--- src/mlta_pkg.sv ---
// mlta_pkg: types, codes and constants for the address table with aging
// shared by mlta_cell, mlta_ctrl and mac_learning_table_aging
`default_nettype none
package mlta_pkg;

	localparam int TableEntriesDef = 1024;
	localparam int PortCountDef    = 16;

	localparam int MacW   = 48;
	localparam int PortsW = 16;
	localparam int StampW = 32;
	localparam int AgeW   = 16;
	localparam int LimW   = 11;

	localparam logic [MacW-1:0] StpMac = 48'h0180C2000000;

	typedef enum logic [2:0] {
		OP_LEARN    = 3'd0,
		OP_LOOKUP   = 3'd1,
		OP_ADD      = 3'd2,
		OP_STATIC   = 3'd3,
		OP_REMOVE   = 3'd4,
		OP_RM_PORT  = 3'd5,
		OP_FLUSH    = 3'd6,
		OP_NOP      = 3'd7
	} op_t;

	localparam logic [1:0] KIND_DYN    = 2'd0;
	localparam logic [1:0] KIND_STATIC = 2'd1;
	localparam logic [1:0] KIND_GROUP  = 2'd2;
	localparam logic [1:0] KIND_RSVD   = 2'd3;

	localparam logic [1:0] CLASS_NONE = 2'd0;
	localparam logic [1:0] CLASS_STP  = 2'd1;

	localparam logic [1:0] ST_DONE    = 2'd0;
	localparam logic [1:0] ST_MISSING = 2'd1;
	localparam logic [1:0] ST_FULL    = 2'd2;

	localparam logic [1:0] REG_NORMAL_AGE = 2'd0;
	localparam logic [1:0] REG_FAST_AGE   = 2'd1;
	localparam logic [1:0] REG_FAST_ON    = 2'd2;
	localparam logic [1:0] REG_LIMIT      = 2'd3;

	typedef enum logic [2:0] {
		S_IDLE,
		S_SCAN,
		S_DECIDE,
		S_APPLY,
		S_HOLD
	} state_t;

	typedef struct packed {
		logic              valid;
		logic [MacW-1:0]   mac;
		logic [PortsW-1:0] ports;
		logic [1:0]        kind;
		logic [1:0]        cls;
		logic [StampW-1:0] stamp;
	} entry_t;

	typedef struct packed {
		logic [AgeW-1:0] normal_age;
		logic [AgeW-1:0] fast_age;
		logic            fast_on;
		logic [LimW-1:0] limit;
	} cfg_t;

	function automatic entry_t seed_entry();
		entry_t e;
		e       = '0;
		e.valid = 1'b1;
		e.mac   = StpMac;
		e.ports = {{(PortsW-1){1'b0}}, 1'b1};
		e.kind  = KIND_STATIC;
		e.cls   = CLASS_STP;
		return e;
	endfunction

endpackage
`default_nettype wire

--- src/mlta_cell.sv ---
// mlta_cell: one table slot of the rotating ring
// depends on mlta_pkg
`default_nettype none
module mlta_cell #(
	parameter bit SEED = 1'b0
) (
	input  wire logic                clk,
	input  wire logic                arst_n,
	input  wire logic                shift,
	input  wire mlta_pkg::entry_t    d,
	output mlta_pkg::entry_t         q
);
	import mlta_pkg::*;

	entry_t slot_q;

	always_ff @(posedge clk or negedge arst_n) begin
		if (!arst_n) begin
			slot_q <= SEED ? seed_entry() : entry_t'('0);
		end else if (shift) begin
			slot_q <= d;
		end
	end

	assign q = slot_q;

endmodule
`default_nettype wire

--- config.mk ---
export PLATFORM = sky130hd
export DESIGN_NAME = mlta_cell
export DESIGN_NICKNAME = d
export VERILOG_FILES = /design/src/mlta_pkg.sv /design/src/mlta_cell.sv
export SDC_FILE = /design/constraint.sdc
export NUM_CORES = 1
export LEC_CHECK = 0
export ABC_AREA = 1
export BUFFER_PORTS_ARGS = -buffer_cell sky130_fd_sc_hd__buf_2
export CAP_MARGIN = 0
export CORE_UTILIZATION = 40
export DETAILED_ROUTE_END_ITERATION = 8
export GPL_ROUTABILITY_DRIVEN = 0
export PLACE_DENSITY = 0.72
export SLEW_MARGIN = 15
export SYNTH_ARGS = -nofsm -noshare
export SYNTH_HDL_FRONTEND = slang
export SYNTH_SLANG_ARGS = --single-unit
--- constraint.sdc ---
create_clock -name clk -period 0.8 [get_ports clk]
set_input_delay 0.2 -clock clk [delete_from_list [all_inputs] [get_ports clk]]
set_output_delay 0.2 -clock clk [all_outputs]
set_load 0.005 [all_outputs]
==> impl_metrics.json <==
{
  "status": "finished, violations left",
  "failed_checks": "setup timing",
  "grtUsageTotal_pct": 18.4,
  "cts_sinks": 101,
  "numCtsBuffers": 9,
  "syn_area_mm2": 0.00386,
  "dr.pass1.iters": 4,
  "slew_headroom_pct": 81.0,
  "clk-insertion-delay-late_ns": 0.35,
  "place_hpwl_mm": 6.53,
  "leakage_nw": 3.34,
  "wl_per_cell_um": 12.0,
  "worst_pin_slew_ns": 0.284,
  "antenna_found_initial": 1,
  "p_int_mw": 8.28,
  "final_area_mm2": 0.00554,
  "irDropWorstVdd_mv": 1.07,
  "end_kind": "primary output",
  "rows": 35,
  "hold_viol": 0,
  "synth_top_area_cell": "dfrtp_1",
  "clockPowerShare_pct": 30.8,
  "synth_area_per_cell_um2": 9.05,
  "drt-initial-drc-count": 86,
  "grt_first_pass_wirelength_mm": 14.5,
  "dpl_cell_area_mm2": 0.00500,
  "min_period_over_period_pct": 136,
  "crit_fanout": 2,
  "drc_errors": 0,
  "comb_power_share_pct": 16.8,
  "layout_setup_ws_ns": -0.288,
  "start_util_pct": 41.6,
  "grt-ovfl-total": 0,
  "largest_register_ffs": 101,
  "finalSetupViolCount": 108,
  "start_kind": "flop",
  "synthToLayoutAreaGrowth_pct": 43.5,
  "synth_top_cell_area_share_pct": 65.4,
  "slowest_stage": "dfrtp_1",
  "final-max-slew-violation-count": 0,
  "yosysWarningCount": 0,
  "synth_cell_type_count": 6,
  "cpPeakStageDelay_ns": 0.40,
  "drv_cap": 0,
  "ys_ff_latch": 101,
  "io_pins": 205,
  "antenna_left": 0,
  "required_ns": 0.60,
  "place_ws_ns": -0.114,
  "synthCells": 427,
  "grt_max_degree": 63,
  "wl_mm": 9.69,
  "synth_area_leaders": "dfrtp_1, nand2_1, buf_6",
  "cp.buffers_inverters": 1,
  "diodes": 0,
  "dieArea_mm2": 0.0101,
  "path_delay_family": "flip-flops",
  "fin_skew_ns": 0,
  "rrSetupSlack_ns": -0.04,
  "cts_max_path_buffers": 2,
  "root_buffer": "clkbuf_8",
  "max_freq_ghz": 0.919,
  "vias": 3546,
  "rsz0062_at_grt": "true",
  "die_h_um": 100,
  "whs_ns": 0.0404,
  "power_density_mw_per_mm2": 1990,
  "period_needed_ns": 1.09,
  "core_mm2": 0.00928,
  "power_mw": 11.0,
  "layout-drive-gt1-share_pct": 39.9,
  "min_path_type": "primary input to flop",
  "cp_cell_sequence": "buf_2",
  "drt-vias-per-instance": 4.41,
  "fin_nets": 775,
  "path_clk_slew_ns": 0.10,
  "cts-htree-levels": 3,
  "cts_tree": "yes",
  "seqPwrFrac_pct": 52.4,
  "critical_path_class": "flop to primary output",
  "seq_area_frac_synth_pct": 65.4,
  "synth_fp_nets": 531,
  "grt_pass1_vias": 3199,
  "numPortBuffers": 204,
  "switching_power_mw": 2.77,
  "cp.arrival_ns": 0.89,
  "die_w_um": 100,
  "switching_share_pct": 25.1
}
[logic make-up (layout without fill, tap and decap cells)]
kind of cell | Yosys count | in the layout | synth area share, %
buf+inv | 23 | 271 | 5.12
simple gates | 303 | 303 | 29.4
flops | 101 | 101 | 65.4
[cell usage after synthesis, drive strengths merged]
cell type  number
dfrtp         101
buf            22
nand2         303
inv             1
[per-stage QoR]
step                      setup TNS [ns]  cells  utilization (%)
after floorplan                        0    427                -
after global placement             -6.15    745             53.8
after detailed placement           -7.74    745             53.8
after CTS                         -28.68    781             57.7
after global routing              -31.06    804             59.7
final                             -26.75    804             59.7
[cell usage in the layout (no fill, tap or decap), drive strengths merged]
| cell | n |
|---|---|
| buf | 254 |
| bufinv | 2 |
| clkbuf | 11 |
| clkinv | 2 |
| dfrtp | 101 |
| dlygate4sd3 | 1 |
| inv | 1 |
| nand2 | 303 |
[timing repair]
action / in CTS / in global routing
gates resized for setup: 0 / 2
endpoints found under the setup margin: 101 / 101
setup buffers: 20 / 23
hold endpoints to repair: 101 / 0
hold buffers: 1 / 0
[power groups by stage]
stage,logic (mW),registers [mW],clock network (mW)
finish,1.86,5.79,3.40
floorplan,0.584,5.93,0
global route,2.08,5.84,3.71
CTS,1.72,5.78,3.53
global placement,1.55,5.87,0
detailed placement,1.59,5.88,0
[worst paths after layout]
check | cells past startpoint | end | startpoint
worst min register to register | 2 | q[32]$_DFFE_PN0P_ | q[32]$_DFFE_PN0P_
worst max register to register | 4 | q[74]$_DFFE_PN0P_ | q[74]$_DFFE_PN0P_
worst min-delay path | 3 | q[72]$_DFFE_PN0P_ | d[72]
max in group asynchronous | 3 | q[28]$_DFFE_PN0P_ | arst_n
worst max-delay path | 1 | q[35] | q[35]$_DFFE_PN0P_
min in group asynchronous | 3 | q[78]$_DFFE_PN0P_ | arst_n
[layout make-up]
cell class	instances	area [um^2]
Multi-Input combinational cell	303	1140
Fill cell	850	3740
Clock buffer	11	131
Clock inverter	4	73.8
Timing Repair Buffer	255	1510
Inverter	1	3.75
Sequential cell	101	2530
Tap cell	129	161
[per-layer routing]
layer / GRT usage, % / part of all wire [%] / up-vias / wire length, um
met5: 0 / 0.17 / - / 16
met4: 7.02 / 1.7 / 2 / 163
met3: 4.11 / 7.5 / 16 / 730
met2: 31.6 / 49 / 141 / 4710
met1: 22.6 / 42 / 1633 / 4060
li1: - / - / 1754 / -
No activity file was read; power rests on OpenSTA's default activity.
