## src/mlta_pkg.sv

```systemverilog
// mlta_pkg: types, codes and constants for the address table with aging
// shared by mlta_cell, mlta_ctrl and mac_learning_table_aging
`default_nettype none
package mlta_pkg;

	localparam int TableEntriesDef = 1024;
	localparam int PortCountDef    = 16;

	localparam int MacW   = 48;
	localparam int PortsW = 16;
	localparam int StampW = 32;
	localparam int AgeW   = 16;
	localparam int LimW   = 11;

	localparam logic [MacW-1:0] StpMac = 48'h0180C2000000;

	typedef enum logic [2:0] {
		OP_LEARN    = 3'd0,
		OP_LOOKUP   = 3'd1,
		OP_ADD      = 3'd2,
		OP_STATIC   = 3'd3,
		OP_REMOVE   = 3'd4,
		OP_RM_PORT  = 3'd5,
		OP_FLUSH    = 3'd6,
		OP_NOP      = 3'd7
	} op_t;

	localparam logic [1:0] KIND_DYN    = 2'd0;
	localparam logic [1:0] KIND_STATIC = 2'd1;
	localparam logic [1:0] KIND_GROUP  = 2'd2;
	localparam logic [1:0] KIND_RSVD   = 2'd3;

	localparam logic [1:0] CLASS_NONE = 2'd0;
	localparam logic [1:0] CLASS_STP  = 2'd1;

	localparam logic [1:0] ST_DONE    = 2'd0;
	localparam logic [1:0] ST_MISSING = 2'd1;
	localparam logic [1:0] ST_FULL    = 2'd2;

	localparam logic [1:0] REG_NORMAL_AGE = 2'd0;
	localparam logic [1:0] REG_FAST_AGE   = 2'd1;
	localparam logic [1:0] REG_FAST_ON    = 2'd2;
	localparam logic [1:0] REG_LIMIT      = 2'd3;

	typedef enum logic [2:0] {
		S_IDLE,
		S_SCAN,
		S_DECIDE,
		S_APPLY,
		S_HOLD
	} state_t;

	typedef struct packed {
		logic              valid;
		logic [MacW-1:0]   mac;
		logic [PortsW-1:0] ports;
		logic [1:0]        kind;
		logic [1:0]        cls;
		logic [StampW-1:0] stamp;
	} entry_t;

	typedef struct packed {
		logic [AgeW-1:0] normal_age;
		logic [AgeW-1:0] fast_age;
		logic            fast_on;
		logic [LimW-1:0] limit;
	} cfg_t;

	function automatic entry_t seed_entry();
		entry_t e;
		e       = '0;
		e.valid = 1'b1;
		e.mac   = StpMac;
		e.ports = {{(PortsW-1){1'b0}}, 1'b1};
		e.kind  = KIND_STATIC;
		e.cls   = CLASS_STP;
		return e;
	endfunction

endpackage
`default_nettype wire

```

## src/mlta_ctrl.sv

```systemverilog
// mlta_ctrl: sequencer at the head of the ring, scans slots and applies updates
// depends on mlta_pkg
`default_nettype none
module mlta_ctrl #(
	parameter int TABLE_ENTRIES = mlta_pkg::TableEntriesDef,
	parameter int PORT_COUNT    = mlta_pkg::PortCountDef
) (
	input  wire logic               clk,
	input  wire logic               arst_n,
	input  wire logic               in_valid,
	output logic                    in_stall,
	input  wire logic [2:0]         op,
	input  wire logic [47:0]        mac,
	input  wire logic [3:0]         port_num,
	input  wire logic [15:0]        port_set,
	input  wire logic [1:0]         entry_kind,
	input  wire logic [1:0]         entry_class,
	input  wire logic [31:0]        now_seconds,
	output logic                    out_valid,
	input  wire logic               out_stall,
	output logic [1:0]              status,
	output logic [15:0]             found_ports,
	output logic [1:0]              found_class,
	output logic                    evicted,
	input  wire mlta_pkg::cfg_t     cfg,
	input  wire mlta_pkg::entry_t   head,
	output mlta_pkg::entry_t        wb,
	output logic                    shift
);
	import mlta_pkg::*;

	localparam int IW = (TABLE_ENTRIES > 1) ? $clog2(TABLE_ENTRIES) : 1;
	localparam int CW = $clog2(TABLE_ENTRIES + 1);
	localparam int LW = (CW > LimW) ? CW : LimW;
	localparam logic [IW-1:0] LastIdx = IW'(TABLE_ENTRIES - 1);
	localparam logic [LW-1:0] FullLim = LW'(TABLE_ENTRIES);
	localparam logic [PortsW-1:0] PortMask =
		(PORT_COUNT >= PortsW) ? {PortsW{1'b1}} : PortsW'((1 << PORT_COUNT) - 1);

	state_t state_q, state_d;
	logic [IW-1:0] idx_q;

	op_t               op_q;
	logic [MacW-1:0]   mac_q;
	logic [PortsW-1:0] pbit_q, pset_q;
	logic [1:0]        kind_q, cls_q;
	logic [StampW-1:0] now_q;
	logic [AgeW-1:0]   age_q;

	logic              found_q;
	logic [IW-1:0]     s_q;
	logic [PortsW-1:0] f_ports_q;
	logic [1:0]        f_class_q, f_kind_q;
	logic [CW-1:0]     used_q;
	logic              old_has_q, free_has_q;
	logic [IW-1:0]     old_idx_q, free_idx_q;
	logic [StampW-1:0] old_stamp_q;

	logic [IW-1:0]     tgt_q;
	logic              ins_q, upd_q, kill_old_q;
	logic [1:0]        res_status_q, res_class_q;
	logic [PortsW-1:0] res_ports_q;
	logic              res_ev_q;

	logic              out_valid_q;
	logic [1:0]        status_q, class_q;
	logic [PortsW-1:0] ports_q;
	logic              ev_q;

	logic              aged, keep, hit, last, out_busy, done, load;
	logic [LW-1:0]     lim, used_w;
	logic              need_ins;
	entry_t            ins_e, upd_e;
	logic [PortsW-1:0] pbit_in;
	logic [1:0]        kind_in;

	logic [1:0]        dec_status, dec_class;
	logic [PortsW-1:0] dec_ports;
	logic              dec_ev, dec_ins, dec_upd, dec_kill;
	logic [IW-1:0]     dec_tgt;

	assign last     = (idx_q == LastIdx);
	assign out_busy = out_valid_q && out_stall;

	// next state
	always_comb begin
		state_d = state_q;
		unique case (state_q)
			S_IDLE:   if (in_valid) state_d = S_SCAN;
			S_SCAN:   if (last) state_d = S_DECIDE;
			S_DECIDE: state_d = S_APPLY;
			S_APPLY:  if (last) state_d = out_busy ? S_HOLD : S_IDLE;
			S_HOLD:   if (!out_busy) state_d = S_IDLE;
			default:  state_d = S_IDLE;
		endcase
	end

	// fsm outputs
	always_comb begin
		in_stall = 1'b1;
		shift    = 1'b0;
		done     = 1'b0;
		unique case (state_q)
			S_IDLE:   in_stall = 1'b0;
			S_SCAN:   shift = 1'b1;
			S_DECIDE: ;
			S_APPLY: begin
				shift = 1'b1;
				done  = last;
			end
			S_HOLD:   done = 1'b1;
			default:  ;
		endcase
	end

	assign load = done && !out_busy;

	// head of the ring
	always_comb begin
		aged = head.valid && (head.kind != KIND_STATIC) &&
			(({1'b0, head.stamp} + {{(StampW+1-AgeW){1'b0}}, age_q}) <= {1'b0, now_q});
		keep = head.valid && !aged && !((op_q == OP_FLUSH) && (head.kind == KIND_DYN));
		hit  = keep && (head.mac == mac_q) && !found_q &&
			(op_q != OP_FLUSH) && (op_q != OP_NOP);

		ins_e       = '0;
		ins_e.valid = 1'b1;
		ins_e.mac   = mac_q;
		ins_e.stamp = now_q;
		unique case (op_q)
			OP_ADD: begin
				ins_e.ports = pbit_q;
				ins_e.kind  = kind_q;
				ins_e.cls   = cls_q;
			end
			OP_STATIC: begin
				ins_e.ports = pset_q;
				ins_e.kind  = KIND_STATIC;
			end
			default: ins_e.ports = pbit_q;
		endcase

		upd_e = head;
		unique case (op_q)
			OP_LEARN: begin
				upd_e.stamp = now_q;
				upd_e.ports = pbit_q;
			end
			OP_ADD: begin
				upd_e.stamp = now_q;
				if ((head.ports & pbit_q) != '0) upd_e.ports = pbit_q;
			end
			OP_STATIC: begin
				upd_e.stamp = now_q;
				upd_e.ports = head.ports | pset_q;
			end
			OP_REMOVE:  upd_e.valid = 1'b0;
			OP_RM_PORT: upd_e.ports = head.ports & ~pbit_q;
			default: ;
		endcase

		wb = head;
		if (state_q == S_SCAN) begin
			wb.valid = keep;
		end else if (ins_q && idx_q == tgt_q) begin
			wb = ins_e;
		end else if (upd_q && idx_q == tgt_q) begin
			wb = upd_e;
		end else if (kill_old_q && idx_q == old_idx_q) begin
			wb.valid = 1'b0;
		end
	end

	// insert, update and status decision
	always_comb begin
		lim = ((cfg.limit == '0) || (LW'(cfg.limit) > FullLim)) ? FullLim : LW'(cfg.limit);
		used_w   = LW'(used_q);
		need_ins = !found_q && ((op_q == OP_LEARN) || (op_q == OP_ADD) || (op_q == OP_STATIC));
		pbit_in  = (32'(port_num) < PORT_COUNT) ? (PortsW'(1) << port_num) : '0;
		kind_in  = (entry_kind == KIND_RSVD) ? KIND_GROUP : entry_kind;

		dec_status = ST_DONE;
		dec_ports  = '0;
		dec_class  = CLASS_NONE;
		dec_ev     = 1'b0;
		dec_ins    = 1'b0;
		dec_upd    = 1'b0;
		dec_kill   = 1'b0;
		dec_tgt    = s_q;
		if (need_ins) begin
			if (used_w > lim) begin
				dec_status = ST_FULL;
			end else if (used_w == lim) begin
				if (!old_has_q) begin
					dec_status = ST_FULL;
				end else begin
					dec_ev  = 1'b1;
					dec_ins = 1'b1;
					if (free_has_q && free_idx_q < old_idx_q) begin
						dec_tgt  = free_idx_q;
						dec_kill = 1'b1;
					end else begin
						dec_tgt = old_idx_q;
					end
				end
			end else begin
				dec_ins = 1'b1;
				dec_tgt = free_idx_q;
			end
		end else if (found_q) begin
			if (op_q == OP_LOOKUP) begin
				dec_ports = f_ports_q;
				dec_class = f_class_q;
			end
			dec_upd = (op_q != OP_LOOKUP) && !((op_q == OP_LEARN) && (f_kind_q != KIND_DYN));
		end else if ((op_q == OP_LOOKUP) || (op_q == OP_REMOVE) || (op_q == OP_RM_PORT)) begin
			dec_status = ST_MISSING;
		end
	end

	always_ff @(posedge clk or negedge arst_n) begin
		if (!arst_n) begin
			state_q     <= S_IDLE;
			idx_q       <= '0;
			out_valid_q <= 1'b0;
		end else begin
			state_q <= state_d;
			if (shift) idx_q <= last ? '0 : idx_q + IW'(1);
			if (load) out_valid_q <= 1'b1;
			else if (!out_stall) out_valid_q <= 1'b0;
		end
	end

	always_ff @(posedge clk) begin
		if (state_q == S_IDLE && in_valid) begin
			op_q        <= op_t'(op);
			mac_q       <= mac;
			pbit_q      <= pbit_in & PortMask;
			pset_q      <= port_set & PortMask;
			kind_q      <= kind_in;
			cls_q       <= entry_class;
			now_q       <= now_seconds;
			age_q       <= cfg.fast_on ? cfg.fast_age : cfg.normal_age;
			found_q     <= 1'b0;
			used_q      <= '0;
			old_has_q   <= 1'b0;
			free_has_q  <= 1'b0;
			ins_q       <= 1'b0;
			upd_q       <= 1'b0;
			kill_old_q  <= 1'b0;
		end
		if (state_q == S_SCAN) begin
			if (hit) begin
				found_q   <= 1'b1;
				s_q       <= idx_q;
				f_ports_q <= head.ports;
				f_class_q <= head.cls;
				f_kind_q  <= head.kind;
			end
			if (keep) used_q <= used_q + CW'(1);
			if (keep && head.kind == KIND_DYN && (!old_has_q || head.stamp < old_stamp_q)) begin
				old_has_q   <= 1'b1;
				old_idx_q   <= idx_q;
				old_stamp_q <= head.stamp;
			end
			if (!keep && !free_has_q) begin
				free_has_q <= 1'b1;
				free_idx_q <= idx_q;
			end
		end
		if (state_q == S_DECIDE) begin
			res_status_q <= dec_status;
			res_ports_q  <= dec_ports;
			res_class_q  <= dec_class;
			res_ev_q     <= dec_ev;
			tgt_q        <= dec_tgt;
			ins_q        <= dec_ins;
			upd_q        <= dec_upd;
			kill_old_q   <= dec_kill;
		end
		if (load) begin
			status_q <= res_status_q;
			ports_q  <= res_ports_q;
			class_q  <= res_class_q;
			ev_q     <= res_ev_q;
		end
	end

	assign out_valid   = out_valid_q;
	assign status      = status_q;
	assign found_ports = ports_q;
	assign found_class = class_q;
	assign evicted     = ev_q;

endmodule
`default_nettype wire

```

## config.mk

```make
export PLATFORM = sky130hd
export DESIGN_NAME = mlta_ctrl
export DESIGN_NICKNAME = d
export VERILOG_FILES = /design/src/mlta_pkg.sv /design/src/mlta_ctrl.sv
export SDC_FILE = /design/constraint.sdc
export NUM_CORES = 1
export LEC_CHECK = 0
export BUFFER_PORTS_ARGS = -buffer_cell sky130_fd_sc_hd__buf_2
export CAP_MARGIN = 20
export CORE_MARGIN = 2
export CORE_UTILIZATION = 45
export DETAILED_ROUTE_END_ITERATION = 7
export PLACE_DENSITY = 0.74
export SLEW_MARGIN = 5
export SYNTH_ARGS = -nofsm -noshare
export SYNTH_HDL_FRONTEND = slang
export SYNTH_SLANG_ARGS = --single-unit
export TNS_END_PERCENT = 20
```

## constraint.sdc

```tcl
create_clock -name clk -period 7.4 [get_ports clk]
set_input_delay 0.37 -clock clk [delete_from_list [all_inputs] [get_ports clk]]
set_output_delay 0.37 -clock clk [all_outputs]
set_load 0.005 [all_outputs]
```

==> metrics.md, run 1 <==
| Metric | Value |
|---|---|
| Initial DRT Pass Iterations | `7` |
| Grt met1 use | `0.304` |
| Reg2Reg Launch Point | `age_q[1]` |
| Buffers on Ports | `380` |
| CP startpoint kind | `flip-flop` |
| HPWL after DPL | `35.0 mm` |
| Clock buffer count from CTS | `35` |
| Die H | `196 um` |
| Hold crit path type | `input pin to flip-flop` |
| Mapped cell area | `16,600 um2` |
| Slew Viols, Final | `0` |
| Final Setup Violations | `0` |
| Final cell count without fillers | `2,422` |
| Clock root cell | `clkbuf_16` |
| Clock-pin slew on the worst setup and hold paths | `0.06 ns` |
| Met2 Use GR | `0.432` |
| Vias in the first global route | `13,729` |
| Most common cell after layout, fill and taps aside | `buf_2` |
| Yosys reg bits | `300` |
| Least-Margin Pin Slew | `1.10 ns` |
| CTS sink cnt | `300` |
| Leak | `0.00846 uW` |
| Register area share after synthesis | `0.529` |
| Critical path arrival | `5.97 ns` |
| Fmax | `0.175 GHz` |
| Largest net degree at the start of global routing | `78` |
| Wire per inst | `20.2 um` |
| GR Layer Usage met3 | `0.0416` |
| Final Util | `0.582` |
| Core ar. | `36,500 um2` |
| CP max FO | `32` |
| Slew headroom | `0.269` |
| Power per cell area | `195 nW/um2` |
| Ys flop type | `edfxtp_1` |
| Synth-to-Final Area Change | `27.7%` |
| Minimum clock period | `5.73 ns` |
| Total of max-cap violations | `0` |
| Crit path kind | `flip-flop to flip-flop` |
| Syn nets | `1,800` |
| Die Footprint | `38,500 um2` |
| Initial DRC count | `896` |
| Final net count | `2,289` |
| CP Launch Point | `age_q[1]` |
| Clock Path Buffers | `3` |
| Worst Hold Launch | `now_seconds[1]` |
| H-tree depth | `2` |
| FP Rows | `70` |
| Gr busiest metal | `met2` |
| Initial Utilization | `0.456` |
| Hold Buf Count CTS | `100` |
| Grt ovf | `0` |
| Synthesis Warnings | `0` |
| Share of cells above drive strength 1 | `0.274` |
| Dpl cells | `2,262` |
| RSZ-0062 raised after global routing | `false` |
| Final TNS setup | `0 ns` |
| Status | `finished with violations` |
| Crit end category | `flip-flop` |
| Final Hold Fails | `0` |
| Global Route Usage Sum | `0.251` |
| Routability congestion estimate | `0.885` |
| Worst clock skew | `0.0258 ns` |
| Via Count | `13,499` |
| Post_cts resized | `0` |
| Syn Inst Count | `1,442` |
| Fin Hold WS | `0.0354 ns` |
| DR DRC count | `1` |
| Clock latency on the worst-skew pair | `0.57 ns` |
| Chip width | `196 um` |
| Final worst path period share | `0.774` |
| Post-synth cell types | `70` |
| Worst Path Required | `7.64 ns` |
| Most frequent cells in the layout | `buf_2, edfxtp_1, nand2_1` |
| Cell Area, Placed | `19,100 um2` |
| Largest area contributor in the netlist | `edfxtp_1` |
| Failing checks | `DRC` |
| Post-synth top area share | `0.491` |
| Routed WL | `48.8 mm` |
| Antenna Nets Post-Route | `0` |
| Initial antenna violation count | `3` |
| Post-CTS Setup Bufs | `0` |
| First-pass GRT wire length | `74.9 mm` |
| Via-to-Cell Ratio | `5.57` |
| Io pins | `381` |
| Post-Synthesis Mean Instance Area | `11.5 um2` |
| VDD IR max | `0.169 mV` |
| Ys async rst share | `0.0467` |
| Synth top area cells | `edfxtp_1, ha_1, mux2_2` |
| EDFF count, synth | `272` |
| CTS tree | `built` |
| Fin area | `21,200 um2` |
synthesized netlist by cell type, drive strengths merged, types with 15 or more instances:
cell type  number
buf            19
nand2b         31
inv           100
nor3           35
nor2           93
a21o           15
nand3          29
mux2i          17
xnor2          60
o221ai         15
mux2           90
clkbuf         26
ha            101
nand2         114
and2           19
nand4          27
o21ai          59
a21oi          98
xor2           38
edfxtp        272
nand3b         15
nor4           15
stage by stage:
stage / setup WS [ns] / total power (uW)
global placement: 1.81 / 2350
floorplan: 0.289 / 2160
detailed placement: 1.63 / 2370
CTS: 1.71 / 4160
global route: 1.31 / 4270
finish: 1.67 / 4140
final cells by class:
cell class	instances	area, um2
multi-input combinational	997	7270
timing repair buffer	497	3080
fill	2963	15300
antenna	1	2.50
inverter	100	380
tap	468	586
clock buffer	38	897
clock inverter	21	236
sequential	300	8800
metal layers:
| layer | routed length, um | vias to the layer above |
|---|---|---|
| met3 | 3040 | 132 |
| met5 | 11 | - |
| met4 | 2230 | 2 |
| li1 | - | 6321 |
| met2 | 24200 | 580 |
| met1 | 19400 | 6464 |
power breakdown:
group          internal [uW]  switching [uW]
Sequential              1870            30.5
Combinational            241             251
Clock                   1020             725
cell families after synthesis:
kind of cell | after synthesis | synth area share
and+or+nand+nor | 412 | 0.125
buffers and inverters | 145 | 0.0363
adders and majority gates | 102 | 0.0771
muxes | 107 | 0.0711
xor gates and xnor gates | 98 | 0.0516
AOI/OAI and AO/OA | 278 | 0.110
DFF | 300 | 0.529
worst paths after layout:
path | slack [ns] | endpoint | cells after the start
max in group asynchronous | 6.92 | idx_q[1] | 2
min in group asynchronous | 0.23 | state_q[0] | 2
worst min register to register | 0.40 | status[0] | 0
worst min-delay path | 0.04 | now_q[1] | 1
worst max-delay path | 1.67 | old_stamp_q[3] | 18
worst max register to register | 1.67 | old_stamp_q[3] | 18
critical path, cell delays in order, from the launching register on:
cell and delay (ns):
edfxtp_1 0.40, ha_1 0.29, a21oi_1 0.20, o22ai_1 0.18, o31a_1 0.28, o31ai_1 0.33
o21ai_0 0.19, a21oi_2 0.38, nor2_1 0.11, xor2_1 0.16, ha_1 0.28, nand2_1 0.06
o21ai_0 0.36, o2111ai_1 0.19, a211oi_1 0.19, o21ai_1 0.19, a211o_4 0.46, nor3_2 0.82
buf_12 0.31
sequential cells by signal (all words and copies together) (netlist names), 11 cells and up:
signal       flops
old_stamp_q     32
found_ports     16
mac_q           48
used_q          11
res_ports_q     16
age_q           16
f_ports_q       16
pbit_q          16
now_q           32
pset_q          16
No activity file was read; power rests on OpenSTA's default activity.
==> run 2, diff against run 1 <==
==> constraint.sdc (replaced) <==
create_clock -name clk -period 5.1 [get_ports clk]
set_input_delay 0.255 -clock clk [delete_from_list [all_inputs] [get_ports clk]]
set_output_delay 0.255 -clock clk [all_outputs]
set_load 0.005 [all_outputs]
==> metrics.md, run 2 (same netlist as run 1, synthesis figures left out) <==
| Metric | Value |
|---|---|
| Status | `completed` |
| Die Footprint | `38,500 um2` |
| Fin area | `21,900 um2` |
| Largest net degree at the start of global routing | `77` |
| Chip width | `196 um` |
| Critical path arrival | `4.66 ns` |
| Wire per inst | `20.3 um` |
| Power per cell area | `273 nW/um2` |
| Total power draw | `5970 uW` |
| CP max FO | `4` |
| Via-to-Cell Ratio | `5.54` |
| Clock Path Buffers | `3` |
| Clock buffer count from CTS | `35` |
| Final net count | `2,350` |
| Share of cells above drive strength 1 | `0.278` |
| Most common cell after layout, fill and taps aside | `buf_2` |
| Buffers on Ports | `380` |
| Clock-pin slew on the worst setup and hold paths | `0.06 ns` |
| Die H | `196 um` |
| FP Rows | `70` |
| Initial Utilization | `0.456` |
| Slew headroom | `0.452` |
| Max reg flops | `48` |
| Antenna Nets Post-Route | `0` |
| R2r setup slk | `0.47 ns` |
| CP startpoint kind | `flip-flop` |
| Final Setup Violations | `0` |
| Clock root cell | `clkbuf_16` |
| Least-Margin Pin Slew | `0.821 ns` |
| DR DRC count | `0` |
| Grt ovf | `0` |
| HPWL after DPL | `35.4 mm` |
| Global Route Usage Sum | `0.257` |
| CTS tree | `built` |
| Crit end category | `output port` |
| Io pins | `381` |
| Minimum clock period | `4.92 ns` |
| Slew Viols, Final | `0` |
| Routed WL | `50.6 mm` |
| CTS sink cnt | `300` |
| Clock latency on the worst-skew pair | `0.55 ns` |
| Cell Area, Placed | `19,200 um2` |
| Fmax | `0.203 GHz` |
| Leak | `0.00874 uW` |
| Initial antenna violation count | `2` |
| H-tree depth | `2` |
| Worst clock skew | `0.0203 ns` |
| Final Hold Fails | `0` |
| Initial DRC count | `985` |
| Synth-to-Final Area Change | `31.6%` |
| FILL cells | `2,842` |
| Fin Hold WS | `0.0256 ns` |
| Vias in the first global route | `13,907` |
| Core ar. | `36,500 um2` |
| Top reg by flops | `mac_q` |
| Crit path kind | `flip-flop to output port` |
| Final worst path period share | `0.964` |
| VDD IR max | `0.276 mV` |
| Hold crit path type | `input pin to flip-flop` |
| Total of max-cap violations | `0` |
| Worst Path Required | `4.85 ns` |
| Via Count | `13,788` |
| Routability congestion estimate | `0.915` |
| First-pass GRT wire length | `76.3 mm` |
| Biggest regs | `mac_q x48, now_q x32, old_stamp_q x32` |
| Most frequent cells in the layout | `buf_2, edfxtp_1, dlygate4sd3_1` |
| Initial DRT Pass Iterations | `6` |
==> run 2: worst max-delay path: stages (launching register included) <==
cell and delay [ns]:
edfxtp_1 0.36, ha_1 0.23, inv_1 0.08, fa_2 0.22, nor2b_2 0.05, o31a_1 0.36
o21a_1 0.23, buf_4 0.14, a21o_1 0.17, a21oi_1 0.17, xnor2_1 0.09, ha_1 0.30
nand4_1 0.23, nor4_4 0.38, and4_4 0.28, o22ai_2 0.09, a31oi_4 0.19, a21oi_2 0.10
nor2_2 0.19, a31oi_2 0.08, buf_2 0.19
==> run 2: timing repair <==
action / in CTS / in global routing
buffers inserted: 1 / 7
pin swaps: 1 / 9
resized for setup: 3 / 12
setup endpoints to repair: 1 / 75
hold buffers: 147 / 1
hold endpoints to repair: 159 / 1
==> run 2: final timing paths <==
kind                                     start               to  depth (start not counted)
worst max-delay path                  age_q[0]          wb[100]                         20
worst min-delay path                  head[24]  old_stamp_q[24]                          1
worst max register to register        age_q[0]           s_q[5]                         20
worst min register to register  res_ports_q[5]   found_ports[5]                          0
max in group asynchronous               arst_n         idx_q[3]                          2
min in group asynchronous               arst_n       state_q[0]                          2
==> run 2: layer usage <==
| metal | track usage | routed length, um |
|---|---|---|
| met1 | 0.303 | 19800 |
| met2 | 0.455 | 25500 |
| met3 | 0.0514 | 3290 |
| met4 | 0.109 | 2010 |
| met5 | 0 | 0 |
==> run 2: power by group <==
part	internal [uW]	total (uW)	switching [uW]
Clock	1440	2460	1020
Sequential	2710	2750	41.3
Combinational	381	759	378
==> run 2: cell type report <==
type	instances	area (um2)	area share
Timing Repair Buffer	558	3670	0.167
Inverter	100	380	0.0174
Multi-Input combinational cell	997	7340	0.335
Antenna cell	1	2.50	0.000114
Tap cell	468	586	0.0267
Clock inverter	19	168	0.00766
Clock buffer	45	955	0.0436
Sequential cell	300	8800	0.402
==> run 2: metrics by stage <==
stage                     setup TNS, ns   util  worst slack, ns  instances
after global placement                0  0.524            0.246       2264
after floorplan                       0      -          0.00478       1442
after detailed placement              0  0.524            0.193       2266
after global routing            -0.0576  0.599          -0.0576       2488
after CTS                             0  0.596          0.00960       2478
final                                 0  0.599            0.183       2488
